===== src/hw/rtl/rgb_to_hsv_hsl_unit_macros.svh =====
// Assertion macros for the RGB to HSV/HSL converter.
// Used by the top level; expects signals named clk and arst_n in scope.
`ifndef RGB_TO_HSV_HSL_UNIT_MACROS_SVH
`define RGB_TO_HSV_HSL_UNIT_MACROS_SVH

// Checks that a condition holds at every clock edge out of reset.
`define RHH_ASSERT(lbl, cond) \
	lbl: assert property (@(posedge clk) disable iff (!arst_n) (cond)) \
		else $error("rgb_to_hsv_hsl_unit: assertion failed");

// Checks that a trigger implies a consequence in the same cycle.
`define RHH_ASSERT_IMP(lbl, trig, cons) \
	lbl: assert property (@(posedge clk) disable iff (!arst_n) (trig) |-> (cons)) \
		else $error("rgb_to_hsv_hsl_unit: implication failed");

`endif


===== src/hw/rtl/rhh_pkg.sv =====
// Shared types, constants and the divider step for the RGB to HSV/HSL converter.
// No dependencies; used by rhh_front, rhh_div_cell and the top level.
package rhh_pkg;

	// Number of restoring division steps, one per cell in the chain.
	localparam int DIV_STEPS = 17;
	// Hue numerator scale: twice the 1/64-degree sector width of 3840.
	localparam int HUE_SCALE_X2 = 7680;
	// Field widths.
	localparam int CH_W = 8;
	localparam int HUE_W = 15;
	localparam int SAT_W = 17;
	localparam int LEVEL_W = 9;
	localparam int REM_W = 9;
	localparam int IN_DATA_W = 24;
	localparam int OUT_DATA_W = 48;

	// One division lane: partial remainder, dividend/quotient shift word, divisor.
	typedef struct packed {
		logic [REM_W-1:0]     rem;
		logic [DIV_STEPS-1:0] sh;
		logic [REM_W-1:0]     div;
	} lane_t;

	// Everything one cell hands to the next.
	typedef struct packed {
		lane_t               hue;
		lane_t               sat;
		logic                undef;
		logic                sat_zero;
		logic [LEVEL_W-1:0]  level;
	} cell_t;

	// One restoring division step: bring down the next dividend bit,
	// subtract the divisor when it fits and shift in the quotient bit.
	function automatic lane_t div_step(input lane_t l);
		logic [REM_W:0] r2;
		logic           ge;
		lane_t          o;
		r2 = {l.rem, l.sh[DIV_STEPS-1]};
		ge = (r2 >= {1'b0, l.div});
		o.div = l.div;
		o.rem = ge ? REM_W'(r2 - {1'b0, l.div}) : r2[REM_W-1:0];
		o.sh = {l.sh[DIV_STEPS-2:0], ge};
		return o;
	endfunction

endpackage


===== src/hw/rtl/rhh_front.sv =====
// Front stage: max/min, chroma, hue sector numerator and the divider operands.
// Depends on rhh_pkg.
module rhh_front (
	input  logic                        clk,
	input  logic                        arst_n,
	input  logic                        en,
	input  logic                        valid_in,
	input  logic [rhh_pkg::CH_W-1:0]    red,
	input  logic [rhh_pkg::CH_W-1:0]    green,
	input  logic [rhh_pkg::CH_W-1:0]    blue,
	input  logic                        mode,
	output logic                        valid_out,
	output rhh_pkg::cell_t              data_out
);

	logic [7:0]  mx;
	logic [7:0]  mn;
	logic [7:0]  c;
	logic [10:0] c2;
	logic [10:0] c4;
	logic [10:0] num;
	logic [23:0] xh;
	logic [8:0]  sum;
	logic [7:0]  den;
	rhh_pkg::cell_t nxt;
	logic           valid_s1;
	rhh_pkg::cell_t data_s1;

	// Channel extremes and chroma.
	always_comb begin
		mx = red;
		mn = red;
		if (green > mx) mx = green;
		if (blue > mx) mx = blue;
		if (green < mn) mn = green;
		if (blue < mn) mn = blue;
		c = mx - mn;
	end

	// Hue numerator by sector; green wins ties, then blue, then red.
	// The result is never negative, so modular 11-bit arithmetic is exact.
	always_comb begin
		c2 = {2'b00, c, 1'b0};
		c4 = {1'b0, c, 2'b00};
		priority if (mx == green) begin
			num = c2 + 11'(blue) - 11'(red);
		end else if (mx == blue) begin
			num = c4 + 11'(red) - 11'(green);
		end else if (green < blue) begin
			num = c4 + c2 + 11'(green) - 11'(blue);
		end else begin
			num = 11'(green) - 11'(blue);
		end
		xh = 24'(num) * 24'(rhh_pkg::HUE_SCALE_X2) + 24'(c);
	end

	// Saturation denominator and level for the selected mode.
	always_comb begin
		sum = {1'b0, mx} + {1'b0, mn};
		if (mode) begin
			den = (sum >= 9'd255) ? 8'(9'd510 - sum) : sum[7:0];
		end else begin
			den = mx;
		end
	end

	// Divider operands. The quotients fit 17 bits, so the bits of each
	// dividend above the low 17 start out as the remainder.
	always_comb begin
		nxt.hue.rem = 9'(xh[23:17]);
		nxt.hue.sh = xh[16:0];
		nxt.hue.div = {c, 1'b0};
		nxt.sat.rem = {1'b0, c};
		nxt.sat.sh = 17'(den);
		nxt.sat.div = {den, 1'b0};
		nxt.undef = (c == 8'd0);
		nxt.sat_zero = (den == 8'd0);
		nxt.level = mode ? sum : {mx, 1'b0};
	end

	// Stage register.
	always_ff @(posedge clk or negedge arst_n) begin
		if (!arst_n) begin
			valid_s1 <= 1'b0;
		end else if (en) begin
			valid_s1 <= valid_in;
		end
	end

	always_ff @(posedge clk) begin
		if (en) begin
			data_s1 <= nxt;
		end
	end

	assign valid_out = valid_s1;
	assign data_out = data_s1;

endmodule


===== src/hw/rtl/rhh_div_cell.sv =====
// One cell of the divider chain: a division step on the hue and saturation lanes.
// Depends on rhh_pkg.
module rhh_div_cell (
	input  logic           clk,
	input  logic           arst_n,
	input  logic           en,
	input  logic           valid_in,
	input  rhh_pkg::cell_t data_in,
	output logic           valid_out,
	output rhh_pkg::cell_t data_out
);

	logic           valid_q;
	rhh_pkg::cell_t data_q;
	rhh_pkg::cell_t nxt;

	// Both lanes take one quotient bit; flags and level pass along.
	always_comb begin
		nxt = data_in;
		nxt.hue = rhh_pkg::div_step(data_in.hue);
		nxt.sat = rhh_pkg::div_step(data_in.sat);
	end

	always_ff @(posedge clk or negedge arst_n) begin
		if (!arst_n) begin
			valid_q <= 1'b0;
		end else if (en) begin
			valid_q <= valid_in;
		end
	end

	always_ff @(posedge clk) begin
		if (en) begin
			data_q <= nxt;
		end
	end

	assign valid_out = valid_q;
	assign data_out = data_q;

endmodule


===== src/hw/rtl/rgb_to_hsv_hsl_unit.sv =====
// RGB to HSV/HSL converter with one front stage and a chain
// of 17 divider cells, each resolving one quotient bit for hue and saturation.
// Throughput is one item per cycle; the whole chain holds while the output
// item waits, and the last cell is the output register.
// Reset (arst_n low, asynchronous) clears all valid bits and sets mode to HSV.
// Depends on rhh_pkg, rhh_front, rhh_div_cell and the macro header.
`include "rgb_to_hsv_hsl_unit_macros.svh"

module rgb_to_hsv_hsl_unit (
	input  logic        clk,
	input  logic        arst_n,
	input  logic        cfg_we,
	input  logic        cfg_data,
	input  logic        s_tvalid,
	output logic        s_tready,
	// [7:0] red, [15:8] green, [23:16] blue
	input  logic [rhh_pkg::IN_DATA_W-1:0]  s_tdata,
	output logic        m_tvalid,
	input  logic        m_tready,
	// [14:0] hue, [31:15] saturation, [40:32] level, [47:41] zero
	output logic [rhh_pkg::OUT_DATA_W-1:0] m_tdata,
	// [0] hue_undefined
	output logic        m_tuser
);

	logic           mode_q;
	logic           en;
	logic           valid_c [rhh_pkg::DIV_STEPS+1];
	rhh_pkg::cell_t data_c  [rhh_pkg::DIV_STEPS+1];
	rhh_pkg::cell_t last;
	logic [rhh_pkg::HUE_W-1:0] hue;
	logic [rhh_pkg::SAT_W-1:0] sat;

	// Mode register.
	always_ff @(posedge clk or negedge arst_n) begin
		if (!arst_n) begin
			mode_q <= 1'b0;
		end else if (cfg_we) begin
			mode_q <= cfg_data;
		end
	end

	// The chain moves whenever the output slot is free or being taken.
	assign en = !m_tvalid || m_tready;
	assign s_tready = en;

	rhh_front u_front (
		.clk       (clk),
		.arst_n    (arst_n),
		.en        (en),
		.valid_in  (s_tvalid),
		.red       (s_tdata[7:0]),
		.green     (s_tdata[15:8]),
		.blue      (s_tdata[23:16]),
		.mode      (mode_q),
		.valid_out (valid_c[0]),
		.data_out  (data_c[0])
	);

	// Divider chain, one quotient bit per cell.
	for (genvar i = 0; i < rhh_pkg::DIV_STEPS; i++) begin : g_cell
		rhh_div_cell u_cell (
			.clk       (clk),
			.arst_n    (arst_n),
			.en        (en),
			.valid_in  (valid_c[i]),
			.data_in   (data_c[i]),
			.valid_out (valid_c[i+1]),
			.data_out  (data_c[i+1])
		);
	end

	// Result formatting. A grey pixel forces hue to zero, and a zero
	// denominator forces saturation to zero. The sector ranges keep the
	// rounded hue below the full circle, so no wrap is needed.
	assign last = data_c[rhh_pkg::DIV_STEPS];
	assign hue = last.undef ? '0 : last.hue.sh[rhh_pkg::HUE_W-1:0];
	assign sat = last.sat_zero ? '0 : last.sat.sh;

	assign m_tvalid = valid_c[rhh_pkg::DIV_STEPS];
	assign m_tdata = {7'd0, last.level, sat, hue};
	assign m_tuser = last.undef;

	// Checks.
	`RHH_ASSERT_IMP(a_undef_zero, m_tvalid && m_tuser, (hue == '0) && (sat == '0))
	`RHH_ASSERT_IMP(a_hue_range, m_tvalid, hue < 15'd23040)
	`RHH_ASSERT_IMP(a_sat_range, m_tvalid, sat <= 17'd65536)
	`RHH_ASSERT(a_ready_link, s_tready == (!m_tvalid || m_tready))

endmodule


===== config.mk =====
export PLATFORM = sky130hd
export DESIGN_NAME = rgb_to_hsv_hsl_unit
export DESIGN_NICKNAME = d
export VERILOG_FILES = /design/src/hw/rtl/rhh_pkg.sv /design/src/hw/rtl/rhh_front.sv /design/src/hw/rtl/rhh_div_cell.sv /design/src/hw/rtl/rgb_to_hsv_hsl_unit.sv
export VERILOG_INCLUDE_DIRS = /design/src /design/src/hw/rtl
export SDC_FILE = /design/constraint.sdc
export NUM_CORES = 2
export LEC_CHECK = 0
export BUFFER_PORTS_ARGS = -buffer_cell sky130_fd_sc_hd__buf_2
export CAP_MARGIN = 30
export CORE_MARGIN = 5
export CORE_UTILIZATION = 60
export DETAILED_ROUTE_END_ITERATION = 10
export PLACE_DENSITY = 0.8
export SLEW_MARGIN = 20
export SYNTH_ARGS = -nofsm -noshare
export SYNTH_HDL_FRONTEND = slang
export SYNTH_HIERARCHICAL = 1
export SYNTH_SLANG_ARGS = --single-unit

===== constraint.sdc =====
create_clock -name clk -period 129 [get_ports clk]
set_input_delay 12.9 -clock clk [delete_from_list [all_inputs] [get_ports clk]]
set_output_delay 12.9 -clock clk [all_outputs]
set_load 0.05 [all_outputs]

# Word-level counts from Yosys, hierarchy flattened
# Index checks and enable logic that the tools add are counted.
[totals]
word_cells = 321
reg_bits = 1341
[op_classes]
n_eq_ne = 2
n_reduce_logical = 4
n_mux = 44
magnitude_cmp = 40
n_addsub = 44
mul = 1
[ops]
columns = ["operator", "n"]
rows = [
  ["$ge 10x9->1", 32],
  ["$mux 9", 32],
  ["$sub 9x9->9", 31],
  ["$mux 8", 7],
  ["$mux 11", 3],
  ["$sub 11x8->11", 3],
  ["$add 24x8->24", 1],
  ["$lt 8x8->1", 3],
  ["$mux 17", 1],
  ["$eq 8x8->1", 2],
  ["$gt 8x8->1", 2],
  ["$logic_not 8->1", 2],
  ["$mul 11x4->15 const B", 1],
  ["$mux 15", 1],
  ["$add 10x8->11", 1],
  ["$add 10x9->11", 1],
  ["$add 11x8->11", 1],
  ["$add 9x8->10", 1],
  ["$add 8x8->9", 1],
  ["$ge 8x9->1", 1],
  ["$ge 9x8->1 const B", 1],
  ["$ge 9x9->1", 1],
  ["$sub 8x8->9", 1],
  ["$sub 8x9->9", 1],
  ["4 further kinds", 4],
]

# Depth between registers and ports, before layout
[logic_depth]
word_depth = 13
mapped_depth = 53

# Modules after synthesis
# The synthesis kept the hierarchy.
[by_module_without_submodules]
columns = ["mod", "area_each_um2", "cells_each", "seq_area_each_um2", "n_inst"]
rows = [
  ["rhh_div_cell (g_cell[0].u_cell ...)", 3515.9, 226, 2457.4, 16],
  ["rhh_front", 7250.7, 813, 1286.2, 1],
  ["rhh_div_cell (g_cell[4].u_cell)", 3503.4, 227, 2457.4, 1],
  ["rgb_to_hsv_hsl_unit", 339.1, 45, 25.0, 1],
]

# Worst setup path before layout
# No wires, ideal clock.
[synth_timing]
path_kind = "in2out"
startpoint = "input port m_tready"
endpoint = "output port s_tready"
path_stages = 1
path_slack_ns = 68.722
arrival_ns = 47.378
t_required_ns = 116.100
cell_sequence = "nand2b_1"
[synth_between]
elab_chain_len = 1
[synth_lines]
columns = ["element", "line", "source"]
rows = [
  ["start, declared", "rgb_to_hsv_hsl_unit.sv:19", "input logic m_tready,"],
  ["$logic_or 1x1->1", "rgb_to_hsv_hsl_unit.sv:44", "assign en = !m_tvalid || m_tready;"],
  ["end, declared", "rgb_to_hsv_hsl_unit.sv:15", "output logic s_tready,"],
]
# Every way passes these cells.

# Final worst setup path
# Ends and elaborated chain as after synthesis.

==> metrics <==
status finished, final reports clean; Nets 5,253; Post-Layout Cell Count 6,243; minimum clock period 26.92 ns; Detail Placement HPWL 75.2 mm; endpoints failing setup 0; clk slew on worst S/H paths 0.06 ns; via count 35,100; CP cell instances buf_2 -> nand2b_4 -> buf_2; # resized after CTS 0; die footprint 115,000 sq um; actual slew at the worst max-slew pin 1.12 ns; initial antenna violation count 0; cell family with most CP delay simple AND/OR/NAND/NOR gates; RSZ-0062 raised after global routing false; worst hold margin 0.399 ns; later-pin clock latency in the skew report 0.73 ns; DRT iter0 DRCs 2,351; Hold Fails Final Rpt 0; H-tree levels 4; Max-Cap Viols 0; Wirelength per Cell 17.4 microns; Syn Area/Cell 14.2 sq um; largest net degree at the start of global routing 198; CTS tree built; die width 339 microns; Post-Syn Area 64,800 sq um; Post-DRT Antenna Nets 0; Syn. warnings 6; layout cells sized above 1 13.0%; fmax 37.1 MHz; vias per cell 5.62; P&R area growth vs syn 10.0%; most common cell after layout, fill and taps aside edfxtp_1; Arrival @ worst endpoint 14.02 ns; gr ovfl total 0; most frequent cells in the layout 1,350 x edfxtp_1, 528 x inv_1, 408 x ha_1; CTS Buf Count 139; cell count after synthesis 4,554; Clock Root Buffer clkbuf_16; CP Capture Type output port; core box area 107,000 sq um; diodes inserted 0; Post-Route WL 109 mm; drt first pass iters 9; Crit path top cell by count buf_2; CP Data Required Time 116.10 ns; worst clock skew 0.0279 ns; CTS sink cnt 1,369; critical path's slowest cell nand2b_4; CP peak stage delay 0.64 ns; postcts setup bufs 0; fin util 66.5%; buffer and inverter count on the worst path 2; filler instances 7,270; post-route clock period utilization 20.9%; vias in the first global route 36,400; CP Max Fanout 67; # rows 120; gpl congestion 0.919; placed cells 5,991; critical path launch point type primary input; Hold Buf Count CTS 0; HP Class reg2reg; first-pass GRT wire length 180 mm; # IOs 81; height of the die 339 microns; setup_tns 0 ns; global-route total usage across every layer 19.0%; drc violations 0; input/output buffers 73; initial core utilization 60.4%; relative slew slack 25.6%; crit path kind in2out; Slew Limit Fails 0; Clock Tree Buf Depth 3
==> sequential cells by signal, summed over array words and instances (netlist names) <==
register / flops
g_cell.u_cell/data_out: 1308
g_cell.u_cell/valid_out: 17
mode_q: 1
u_front/data_out: 42
u_front/valid_out: 1
==> area by class of cell <==
cell class | count | area (sq um) | area share, %
flip-flops and latches | 1369 | 41000 | 57.6
multi-input cells | 2578 | 21200 | 29.8
clock buffers | 160 | 3620 | 5.08
inverters | 547 | 2050 | 2.88
well taps | 1403 | 1760 | 2.46
clock inverters | 88 | 933 | 1.31
repair buffers | 98 | 651 | 0.913
==> per-layer routing <==
metal,GRT usage [%],vias up,wire (microns)
li1,-,17100,-
met1,21.6,16900,41900
met5,0,-,0
met3,2.75,289,3640
met4,8.48,0,4450
met2,35.6,779,59000
==> final timing paths <==
check,start,endpoint,slack [ns],cells after the start
max,m_tready,s_tready,102.08,3
min,g_cell[5].u_cell/data_out[62]$_DFFE_PP_,g_cell[6].u_cell/data_out[63]$_DFFE_PP_,0.40,0
max reg2reg,g_cell[16].u_cell/valid_out$_DFFE_PN0P_,g_cell[15].u_cell/data_out[18]$_DFFE_PP_,123.34,7
min reg2reg,g_cell[5].u_cell/data_out[62]$_DFFE_PP_,g_cell[6].u_cell/data_out[63]$_DFFE_PP_,0.40,0
max in group asynchronous,arst_n,g_cell[16].u_cell/valid_out$_DFFE_PN0P_,116.60,1
min in group asynchronous,arst_n,mode_q$_DFFE_PN0P_,12.11,1
==> metrics by stage <==
stage,setup slack [ns],instance area [sq um]
6_report,102.08,71200
2_1_floorplan,70.36,64800
3_5_place_dp,102.04,66600
3_3_place_gp,102.03,66600
5_1_grt,101.96,71200
4_1_cts,102.05,71200
Power is not shown: default switching activity piles up to over one toggle a cycle in this logic, so the estimate is an artifact.
